[config.mk]
export PLATFORM = sky130hd
export DESIGN_NAME = websocket_frame_deframer_unmask_top
export DESIGN_NICKNAME = d
export VERILOG_FILES = /design/src/rtl/wsd_pkg.sv /design/src/rtl/websocket_frame_deframer_unmask_top.sv /design/src/rtl/wsd_front.sv /design/src/rtl/wsd_queue.sv /design/src/rtl/wsd_back.sv
export VERILOG_INCLUDE_DIRS = /design/src /design/src/rtl
export SDC_FILE = /design/constraint.sdc
export NUM_CORES = 1
export LEC_CHECK = 0
export BUFFER_PORTS_ARGS = -buffer_cell sky130_fd_sc_hd__buf_2
export CAP_MARGIN = 20
export CELL_PAD_IN_SITES_DETAIL_PLACEMENT = 0
export CELL_PAD_IN_SITES_GLOBAL_PLACEMENT = 1
export CORE_ASPECT_RATIO = 0.6
export CORE_MARGIN = 5
export CORE_UTILIZATION = 50
export CTS_CLUSTER_SIZE = 10
export DETAILED_ROUTE_END_ITERATION = 8
export HOLD_SLACK_MARGIN = 0.1
export MAX_ROUTING_LAYER = met4
export PLACE_DENSITY_LB_ADDON = 0.1
export RECOVER_POWER = 50
export REMOVE_ABC_BUFFERS = 1
export SLEW_MARGIN = 20
export SYNTH_ARGS = -nofsm -noshare
export SYNTH_HDL_FRONTEND = slang
export SYNTH_HIERARCHICAL = 1
export SYNTH_SLANG_ARGS = --single-unit
[constraint.sdc]
create_clock -name clk -period 4.3 [get_ports clk]
set_input_delay 0.215 -clock clk [delete_from_list [all_inputs] [get_ports clk]]
set_output_delay 0.215 -clock clk [all_outputs]
set_load 0.03 [all_outputs]
[src/rtl/websocket_frame_deframer_unmask_top_macros.svh]
`ifndef WEBSOCKET_FRAME_DEFRAMER_UNMASK_TOP_MACROS_SVH
`define WEBSOCKET_FRAME_DEFRAMER_UNMASK_TOP_MACROS_SVH

// Same-cycle implication, checked on every rising edge outside reset.
`define WSD_ASSERT_NOW(label, ante, cons, msg) \
  label: assert property (@(posedge clk) disable iff (rst) (ante) |-> (cons)) \
    else $error(msg);

// Next-cycle implication, checked on every rising edge outside reset.
`define WSD_ASSERT_NEXT(label, ante, cons, msg) \
  label: assert property (@(posedge clk) disable iff (rst) (ante) |=> (cons)) \
    else $error(msg);

`endif

[src/rtl/wsd_pkg.sv]
`default_nettype none

package wsd_pkg;

  localparam int unsigned QUEUE_DEPTH = 4;

  localparam logic [6:0] LEN16_CODE = 7'd126;
  localparam logic [6:0] LEN64_CODE = 7'd127;

  typedef enum logic [2:0] {
    PH_B0    = 3'd0,
    PH_B1    = 3'd1,
    PH_EXT16 = 3'd2,
    PH_EXT64 = 3'd3,
    PH_KEY   = 3'd4,
    PH_DATA  = 3'd5
  } wsd_phase_t;

  // One classified result on its way from the parser to the output stage.
  typedef struct packed {
    logic [7:0] data;
    logic [7:0] key_byte;
    logic [3:0] opcode;
    logic       fin;
    logic       empty;
    logic       last;
  } wsd_item_t;

endpackage

`default_nettype wire

[src/rtl/websocket_frame_deframer_unmask_top.sv]
// WebSocket frame deframer: takes the received stream one byte per transaction and parses
// each frame header (FIN, opcode, mask bit, 7-bit, 16-bit or 64-bit length, masking key),
// then emits every payload byte unmasked, tagged with opcode and FIN, with tlast on the last
// byte of the frame; a frame of zero length gives one result flagged empty, on its last
// header byte. Header bytes give no result. A byte is accepted every cycle while the result
// queue has room; the parser keeps all frame state in registers and decides each byte as
// it is accepted, so sustained throughput is one byte per clock while the output keeps up.
// A result is written into the queue at the edge that accepts its byte and then loaded into
// the output register once that register is empty or its transaction completes; the queue
// of QUEUE_DEPTH entries absorbs output stalls before the input is held off.
`default_nettype none

module websocket_frame_deframer_unmask_top
  import wsd_pkg::*;
#(
  parameter int unsigned QUEUE_DEPTH_P = QUEUE_DEPTH
) (
  input  wire logic        clk,
  input  wire logic        rst,
  input  wire logic        s_tvalid,
  output logic             s_tready,
  input  wire logic [7:0]  s_tdata,   // [7:0] data_byte
  output logic             m_tvalid,
  input  wire logic        m_tready,
  output logic [15:0]      m_tdata,   // [7:0] payload_byte, [11:8] frame_opcode, [15:12] zero
  output logic [1:0]       m_tuser,   // [0] final_fragment, [1] empty_frame
  output logic             m_tlast
);

  logic      accept;
  logic      push;
  wsd_item_t push_item;
  logic      full;
  logic      pop;
  logic      not_empty;
  wsd_item_t head_item;

  assign s_tready = !full;
  assign accept   = s_tvalid && s_tready;

  wsd_front u_front (
    .clk       (clk),
    .rst       (rst),
    .accept    (accept),
    .data_byte (s_tdata),
    .push      (push),
    .push_item (push_item)
  );

  wsd_queue #(
    .DEPTH (QUEUE_DEPTH_P)
  ) u_queue (
    .clk       (clk),
    .rst       (rst),
    .push      (push),
    .push_item (push_item),
    .full      (full),
    .pop       (pop),
    .not_empty (not_empty),
    .head_item (head_item)
  );

  wsd_back u_back (
    .clk        (clk),
    .rst        (rst),
    .item_valid (not_empty),
    .item       (head_item),
    .pop        (pop),
    .m_tvalid   (m_tvalid),
    .m_tready   (m_tready),
    .m_tdata    (m_tdata),
    .m_tuser    (m_tuser),
    .m_tlast    (m_tlast)
  );

endmodule

`default_nettype wire

[src/rtl/wsd_front.sv]
`default_nettype none

`include "websocket_frame_deframer_unmask_top_macros.svh"

module wsd_front
  import wsd_pkg::*;
(
  input  wire logic       clk,
  input  wire logic       rst,
  input  wire logic       accept,
  input  wire logic [7:0] data_byte,
  output logic            push,
  output wsd_item_t       push_item
);

  wsd_phase_t  phase, phase_next;
  logic [3:0]  opcode, opcode_next;
  logic        fin, fin_next;
  logic        masked, masked_next;
  logic [63:0] rem, rem_next;
  logic [2:0]  cnt, cnt_next;
  logic [31:0] key, key_next;
  logic [1:0]  kpos, kpos_next;

  logic [63:0] len_val;
  logic [63:0] rem_dec;
  logic        len_done;
  logic        hdr_done;
  logic [7:0]  key_byte;

  always_ff @(posedge clk) begin
    if (rst) begin
      phase  <= PH_B0;
      opcode <= '0;
      fin    <= 1'b0;
      masked <= 1'b0;
      rem    <= '0;
      cnt    <= '0;
      key    <= '0;
      kpos   <= '0;
    end else begin
      phase  <= phase_next;
      opcode <= opcode_next;
      fin    <= fin_next;
      masked <= masked_next;
      rem    <= rem_next;
      cnt    <= cnt_next;
      key    <= key_next;
      kpos   <= kpos_next;
    end
  end

  // Key bytes are applied in the order they arrived: the first one sits in the top byte.
  always_comb begin
    case (kpos)
      2'd0:    key_byte = key[31:24];
      2'd1:    key_byte = key[23:16];
      2'd2:    key_byte = key[15:8];
      default: key_byte = key[7:0];
    endcase
  end

  assign rem_dec = rem - 64'd1;

  always_comb begin
    phase_next  = phase;
    opcode_next = opcode;
    fin_next    = fin;
    masked_next = masked;
    rem_next    = rem;
    cnt_next    = cnt;
    key_next    = key;
    kpos_next   = kpos;
    len_val     = rem;
    len_done    = 1'b0;
    hdr_done    = 1'b0;
    push        = 1'b0;
    push_item   = '{data: 8'd0, key_byte: 8'd0, opcode: opcode, fin: fin,
                    empty: 1'b0, last: 1'b0};

    if (accept) begin
      unique case (phase) inside
        PH_B1: begin
          masked_next = data_byte[7];
          cnt_next    = '0;
          if (data_byte[6:0] == LEN16_CODE) begin
            rem_next   = '0;
            phase_next = PH_EXT16;
          end else if (data_byte[6:0] == LEN64_CODE) begin
            rem_next   = '0;
            phase_next = PH_EXT64;
          end else begin
            len_val  = {57'd0, data_byte[6:0]};
            rem_next = len_val;
            len_done = 1'b1;
          end
        end
        PH_EXT16, PH_EXT64: begin
          len_val  = {rem[55:0], data_byte};
          rem_next = len_val;
          if (cnt >= ((phase == PH_EXT16) ? 3'd1 : 3'd7)) begin
            len_done = 1'b1;
          end else begin
            cnt_next = cnt + 3'd1;
          end
        end
        PH_KEY: begin
          key_next = {key[23:0], data_byte};
          if (cnt >= 3'd3) begin
            hdr_done = 1'b1;
          end else begin
            cnt_next = cnt + 3'd1;
          end
        end
        PH_DATA: begin
          kpos_next          = kpos + 2'd1;
          rem_next           = rem_dec;
          push               = 1'b1;
          push_item.data     = data_byte;
          push_item.key_byte = masked ? key_byte : 8'd0;
          push_item.last     = (rem_dec == 64'd0);
          if (rem_dec == 64'd0) begin
            phase_next = PH_B0;
          end
        end
        default: begin
          fin_next    = data_byte[7];
          opcode_next = data_byte[3:0];
          phase_next  = PH_B1;
        end
      endcase

      if (len_done) begin
        cnt_next = '0;
        if (masked_next) begin
          key_next   = '0;
          phase_next = PH_KEY;
        end else begin
          hdr_done = 1'b1;
        end
      end

      // A frame with no payload reports itself once, on its last header byte.
      if (hdr_done) begin
        cnt_next  = '0;
        kpos_next = '0;
        if (len_val == 64'd0) begin
          push            = 1'b1;
          push_item.empty = 1'b1;
          push_item.last  = 1'b1;
          phase_next      = PH_B0;
        end else begin
          phase_next = PH_DATA;
        end
      end
    end
  end

  `WSD_ASSERT_NOW(a_data_has_length, phase == PH_DATA, rem != 64'd0,
                  "payload phase entered with nothing left to receive")
  `WSD_ASSERT_NOW(a_push_only_on_byte, push, accept, "result produced without a byte")

endmodule

`default_nettype wire

[src/rtl/wsd_queue.sv]
`default_nettype none

`include "websocket_frame_deframer_unmask_top_macros.svh"

module wsd_queue
  import wsd_pkg::*;
#(
  parameter int unsigned DEPTH = QUEUE_DEPTH
) (
  input  wire logic      clk,
  input  wire logic      rst,
  input  wire logic      push,
  input  wsd_item_t      push_item,
  output logic           full,
  input  wire logic      pop,
  output logic           not_empty,
  output wsd_item_t      head_item
);

  localparam int unsigned PTR_W = (DEPTH > 1) ? $clog2(DEPTH) : 1;
  localparam int unsigned CNT_W = $clog2(DEPTH + 1);

  wsd_item_t             slots [DEPTH];
  logic [PTR_W-1:0]      wr_ptr, wr_ptr_next;
  logic [PTR_W-1:0]      rd_ptr, rd_ptr_next;
  logic [CNT_W-1:0]      count, count_next;

  assign full      = (count == CNT_W'(DEPTH));
  assign not_empty = (count != '0);
  assign head_item = slots[rd_ptr];

  always_comb begin
    wr_ptr_next = wr_ptr;
    rd_ptr_next = rd_ptr;
    if (push) begin
      wr_ptr_next = (wr_ptr == PTR_W'(DEPTH - 1)) ? '0 : wr_ptr + PTR_W'(1);
    end
    if (pop) begin
      rd_ptr_next = (rd_ptr == PTR_W'(DEPTH - 1)) ? '0 : rd_ptr + PTR_W'(1);
    end
    count_next = count + CNT_W'(push) - CNT_W'(pop);
  end

  always_ff @(posedge clk) begin
    if (rst) begin
      wr_ptr <= '0;
      rd_ptr <= '0;
      count  <= '0;
    end else begin
      wr_ptr <= wr_ptr_next;
      rd_ptr <= rd_ptr_next;
      count  <= count_next;
    end
  end

  always_ff @(posedge clk) begin
    if (push) begin
      slots[wr_ptr] <= push_item;
    end
  end

  `WSD_ASSERT_NOW(a_no_overflow, push, !full || pop, "queue written while full")
  `WSD_ASSERT_NOW(a_no_underflow, pop, not_empty, "queue read while empty")
  `WSD_ASSERT_NEXT(a_count_tracks, push && !pop, count != '0,
                   "queue count lost a written entry")

endmodule

`default_nettype wire

[src/rtl/wsd_back.sv]
`default_nettype none

module wsd_back
  import wsd_pkg::*;
(
  input  wire logic        clk,
  input  wire logic        rst,
  input  wire logic        item_valid,
  input  wsd_item_t        item,
  output logic             pop,
  output logic             m_tvalid,
  input  wire logic        m_tready,
  output logic [15:0]      m_tdata,
  output logic [1:0]       m_tuser,
  output logic             m_tlast
);

  logic       out_valid;
  logic [7:0] out_data;
  logic [3:0] out_opcode;
  logic       out_fin;
  logic       out_empty;
  logic       out_last;

  // The output register reloads when the queue holds an item and the register is empty or its transaction completes.
  assign pop = item_valid && (!out_valid || m_tready);

  always_ff @(posedge clk) begin
    if (rst) begin
      out_valid <= 1'b0;
    end else if (pop) begin
      out_valid <= 1'b1;
    end else if (m_tready) begin
      out_valid <= 1'b0;
    end
  end

  always_ff @(posedge clk) begin
    if (pop) begin
      out_data   <= item.data ^ item.key_byte;
      out_opcode <= item.opcode;
      out_fin    <= item.fin;
      out_empty  <= item.empty;
      out_last   <= item.last;
    end
  end

  assign m_tvalid = out_valid;
  assign m_tdata  = {4'd0, out_opcode, out_data};
  assign m_tuser  = {out_empty, out_fin};
  assign m_tlast  = out_last;

endmodule

`default_nettype wire
After elaboration in Yosys (flattened, before gate mapping)
Memory sizes are Yosys's and may differ from the RTL's. A register that Yosys moved wholly into a read port is not among the register bits.
Cells that the tools add are included.
- flip-flop bits (word level): 133
- memories: 1
- bits in writable memories: 92
- output and inout port bits: 21
- input bits: 12
- memory list (name ; depth ; width ; rd ports ; clocked after Yosys merged registers in ; wr ports ; line ; text):
    u_queue.slots ; 4 ; 23 ; 1 ; 1 ; 1 ; wsd_queue.sv:23 ; wsd_item_t slots [DEPTH];
- reductions and logical operators: 20
- magnitude comparators: 2
- eq/ne operators: 14
- multiplexer cells: 58
- add/sub/neg operators: 7
- bitwise gates (word level): 2
- operators by type and width (kind ; count):
    64-bit two-way mux ; 4
    64-bit case mux with 3 select lines ; 1
    64-bit zero test ; 2
    64-bit case mux with 2 select lines ; 1
    32-bit two-way mux ; 3
    64-bit by 1-bit subtractor with 64-bit output (second input constant) ; 1
    3-bit two-way mux ; 12
    16-bit two-way mux ; 2
    8-bit case mux with 3 select lines ; 1
    1-bit two-way mux ; 20
    2-bit two-way mux ; 9
    3-bit case mux with 3 select lines ; 2
    7-bit equality test (second input constant) ; 2
    3-bit equality test (second input constant) ; 3
    8-bit two-way mux ; 1
    4-bit != test (second input constant) ; 2
    8-bit bitwise XOR ; 1
    7-bit two-way mux ; 1
    2-bit by 1-bit adder with 2-bit output (second input constant) ; 3
    2-bit equality test (second input constant) ; 3
    3-bit by 2-bit equality test with 1-bit output (second input constant) ; 2
    2-bit AND reduction ; 3
    3-bit nonzero test ; 2
    5-bit nonzero test ; 1
    18 further kinds ; 21

Longest topological paths before layout
- depth after elaboration: 12
- mapped depth: 16
- gate-level depth less buffers: 14

Hierarchy
Netlist, hierarchy kept.
- modules (own cells, without submodules) (module ; area an instance (um^2) ; seq. area each (um^2) ; cells each ; instances):
    wsd_front ; 7380.8 ; 2202.1 ; 1029 ; 1
    wsd_queue ; 3808.7 ; 2942.8 ; 163 ; 1
    wsd_back ; 624.3 ; 470.5 ; 35 ; 1
    websocket_frame_deframer_unmask_top ; 10.0 ; 0.0 ; 2 ; 1

Worst setup path before layout
OpenSTA, ideal clock, no wires.
- kind: register to register
- start: reg u_front.phase[1]
- end: mem u_queue/slots[0][0] (netlist bit), enable pin
- cell stages (with the launch flop): 14
- setup slack: 0.898 ns
- clock period less this slack: 3.402 ns
- required time: 3.918 ns
- library setup time: 0.382 ns
- data arrival time: 3.021 ns
- path buffers: 2
- path through: dfxtp_1 > clkbuf_1 > clkbuf_1 > nand2b_1 > nor2_1 > ha_1 > a21o_1 > a21oi_1 > nor3_1 > a21oi_1 > nor4_1 > nand2_1 > nand2_1 > and2_1
- cells in the longest elaborated chain, start to end: 12
- elaborated cells on any way between the ends: 26
- classes of those cells: 1 x order compare; 5 x eq/ne; 18 x mux; 2 x reduce/logical
- RTL lines (element ; line ; text):
    from (decl) ; wsd_front.sv:16 ; wsd_phase_t phase, phase_next;
    from (signal assigned) ; wsd_front.sv:42 ; phase <= phase_next;
    3-bit by 2-bit equality test with 1-bit output ; wsd_front.sv:101 ; if (cnt >= ((phase == PH_EXT16) ? 3'd1 : 3'd7)) begin
    3-bit two-way mux ; wsd_front.sv:101 ;
    3-bit >= comparator ; wsd_front.sv:101 ;
    1-bit two-way mux ; wsd_front.sv:101 ;
    1-bit case mux with 2 select lines ; wsd_front.sv:82 ; unique case (phase) inside
    1-bit two-way mux ; wsd_front.sv:81 ; if (accept) begin
    1-bit two-way mux ; wsd_front.sv:133 ; if (len_done) begin
    1-bit two-way mux ; wsd_front.sv:81 ;
    1-bit two-way mux (*) ; wsd_front.sv:144 ; if (hdr_done) begin
    1-bit two-way mux (*) ; wsd_front.sv:81 ;
    named net push ; websocket_frame_deframer_unmask_top.sv:31 ; logic push;
    1-bit two-way mux (*) ; wsd_queue.sv:57 ; if (push) begin
    1-bit two-way mux (not written as such) (*) ; wsd_queue.sv:58 ; slots[wr_ptr] <= push_item;
    to (decl) ; wsd_queue.sv:23 ;
The timed path passes the listed nets; every way through them passes the cells marked *. The select of a mux whose other input is x is not followed.

==> impl_metrics.tcl <==
set metrics [dict create \
    grt_max_degree 83 \
    hpwl_um 21830 \
    post-route-period-util_pct 94.67 \
    clock_latency_ns 0.56 \
    dr_total_vias 9654 \
    rr_worst_depth 10 \
    vias_per_cell 6.204 \
    syn-cell-area_um2 11820 \
    grt_use_total_pct 25.30 \
    synth_area_leaders "edfxtp_1 (27%), dfxtp_1 (20%), nor2_1 (4.5%), nand2_1 (4.5%), a21oi_1 (3.9%)" \
    overflow 0 \
    syn_avg_cell_area_um2 9.621 \
    cts_tree "done" \
    grt_antenna_before_repair 2 \
    rsz0062_at_grt "no" \
    io_pins 33 \
    placed_cell_area_um2 12140 \
    yosys_warnings 6 \
    grt_pass1_vias 8885 \
    synth_top_area_share_pct 27.17 \
    grt_pass1_wl_um 52890 \
    synthArstFlopShare_pct 0 \
    final_cell_mix "nor2_1 (143), nand2_1 (141), dfxtp_1 (119)" \
    outcome "complete, but fails checks" \
    final_nets 1253 \
    ant_nets 0 \
    critPathKind "reg2reg" \
    routed_wl_um 33160 \
    num_rows 43 \
    first_iter_violations 1241 \
    max_freq_mhz 245.6 \
    crit_required_ns 4.65 \
    hp-class "in2reg" \
    numCtsBuffers 27 \
    skew_ns 0.02358 \
    swShare_pct 39.82 \
    endpoint_kind "flip-flop" \
    dieHeight_um 129.1 \
    drtPass1Iterations 5 \
    synth_top_area_cell "edfxtp_1" \
    synth-edff-count 107 \
    die-area_um2 26920 \
    root_buffer "clkbuf_16" \
    syn_inst 1229 \
    worst_slew_pin_slew_ns 2.029 \
    wire_per_inst_um 21.31 \
    cts.sinks 227 \
    drive_gt1_share_pct 10.25 \
    slew_violations 24 \
    combinationalPowerShare_pct 41.0 \
    synthFlopType "dfxtp_1" \
    power.density_cell_area_nw_per_um2 631.1 \
    ys_seq_elements 227 \
    setup_violations 0 \
    die_w_um 208.5 \
    clkTransAtPathRegs_ns 0.06 \
    p_clk_share_pct 25.0 \
    gp_congestion 0.9353 \
    cap_violations 1 \
    drc_errors 0 \
    core_area_um2 23190 \
    start_util_pct 50.99 \
    worst_slack_ns 0.2291 \
    layout-area-overhead-vs-synth_pct 9.640 \
    crit_fanout 8 \
    max_slew_margin_pct -35.24 \
    p_sw_uw 3258 \
    crit_top_cell "nand4_1" \
    dp_worst_setup_slack_ns 0.4509 \
    slowest_delay_ns 0.73 \
    arrival_ns 4.42 \
    layout_commonest_cell "nor2_1" \
    crit_chain "inv_1 -> ha_1 -> nor3b_2 -> nand4_1 -> nor4_1 -> xnor2_1 -> nand4_1 -> a2111oi_0 -> nand4_1 -> o21ai_1" \
    p_leak_uw 0.004571 \
    final_area_um2 12960 \
    vdd_drop_max_v 0.0002881 \
    htree_levels 1 \
    finalHoldViolations 0 \
    p_int_uw 4924 \
    synth_seq_area_share_pct 47.49 \
    p_seq_share_pct 34.0 \
    synth_cell_type_count 79 \
    min_period_ns 4.071 \
    worstHoldPathCells 2 \
    slowest_stage "nor4_1" \
    cts_buffer_depth 3 \
    violations "max-capacitance violations, max-slew violations" \
    startpoint_type "flip-flop" \
    io_buffers 28 \
]
synthesized netlist by cell type (9+ instances only):
library cell,n
inv_1,20
ha_1,17
o31ai_1,10
a211oi_1,17
o21ai_0,55
dfxtp_1,120
nor3_1,54
xor2_1,18
nor2_1,143
nand2_1,141
a221oi_1,13
a21oi_1,93
nand3_1,17
or3_1,16
a22oi_1,28
xnor2_1,18
mux4_2,20
nor4_1,23
nand4_1,23
edfxtp_1,107
buf_2,11
and3_1,9
or4_1,18
clkbuf_1,76
final timing paths:
kind	slack (ns)	to	startpoint
worst max-delay path	0.23	u_queue/slots[0][0]$_DFFE_PP_	u_front/rem[0]$_SDFFE_PP0P_
worst max register to register	0.23	u_queue/slots[0][0]$_DFFE_PP_	u_front/rem[0]$_SDFFE_PP0P_
worst min register to register	0.45	u_front/key[27]$_SDFFE_PP0P_	u_front/key[27]$_SDFFE_PP0P_
worst min-delay path	0.16	u_front/rem[8]$_SDFFE_PP0P_	rst
layout make-up:
class / instances / area [um^2]
fillers: 2031 / 10220
clock inverters: 3 / 32.53
flip-flops and latches: 227 / 5617
clock buffers: 42 / 732.0
multi-input cells: 880 / 5670
well taps: 315 / 394.1
repair buffers: 67 / 437.9
inverters: 20 / 75.07
diodes: 2 / 5.005
power groups by stage:
| stage | Combinational [uW] | Clock (uW) | Sequential [uW] |
|---|---|---|---|
| after floorplan | 2130 | 0 | 2980 |
| final | 3350 | 2050 | 2780 |
| after detailed placement | 3290 | 0 | 2810 |
| after CTS | 3320 | 2090 | 2770 |
| after global placement | 3310 | 0 | 2810 |
| after global routing | 3650 | 2190 | 2810 |
state kept, by name (all words and copies together), names as in the netlist, named ones only:
signal	flops
u_queue/rd_ptr	2
u_back/out_opcode	4
u_back/out_empty	1
u_back/out_fin	1
u_back/m_tlast	1
u_queue/wr_ptr	2
u_front/opcode	4
u_queue/slots	92
u_front/key	32
u_front/rem	64
u_front/kpos	2
u_queue/count	3
u_back/out_data	8
u_back/m_tvalid	1
u_front/cnt	3
u_front/masked	1
u_front/phase	3
u_front/fin	1
metal layers:
metal | vias up | part of all wire, % | track usage (%)
li1 | 4543 | - | -
met1 | 4600 | 50 | 41.12
met2 | 467 | 37 | 30.75
met3 | 44 | 11 | 7.065
met4 | 0 | 1.2 | 4.168
met5 | - | 0 | -
repair_timing:
item / CTS / global route
buffers inserted: 0 / 0
hold buffers: 9 / 0
endpoints found under the hold margin: 14 / 0
resized for setup: 0 / 0
per-stage QoR:
stage	setup TNS (ns)	power, uW	std cells	utilization [%]	hold WS, ns
after floorplan	-40.91	5101	1127	-	0.2774
after global placement	0	6116	1500	52.36	0.4416
after detailed placement	0	6106	1500	52.37	0.4486
after CTS	0	8186	1554	56.05	0.1455
after global routing	0	8652	1556	55.91	0.1978
final	0	8182	1556	55.91	0.1616
worst max-delay path: cells and delay by family, from the launching register on:
kind | cells | cell delay [ns]
fa+ha+maj | 1 | 0.31
simple gates | 5 | 1.99
compound gates | 2 | 0.85
buf+inv | 1 | 0.16
flops | 1 | 0.37
xor+xnor | 1 | 0.19
kinds of logic (layout without fill, tap and decap cells):
kind of cell | Yosys count | count (layout) | share of synthesized area, %
AOI/OAI and AO/OA | 268 | 268 | 14.56
xor gates and xnor gates | 37 | 37 | 2.868
adders and majority gates | 18 | 18 | 1.968
buffers and inverters | 125 | 132 | 4.804
DFF | 227 | 227 | 47.49
muxes | 32 | 32 | 5.249
other | 1 | 6 | 0.03172
and+or+nand+nor | 521 | 521 | 23.03
Power figures use the tool's default switching activity.
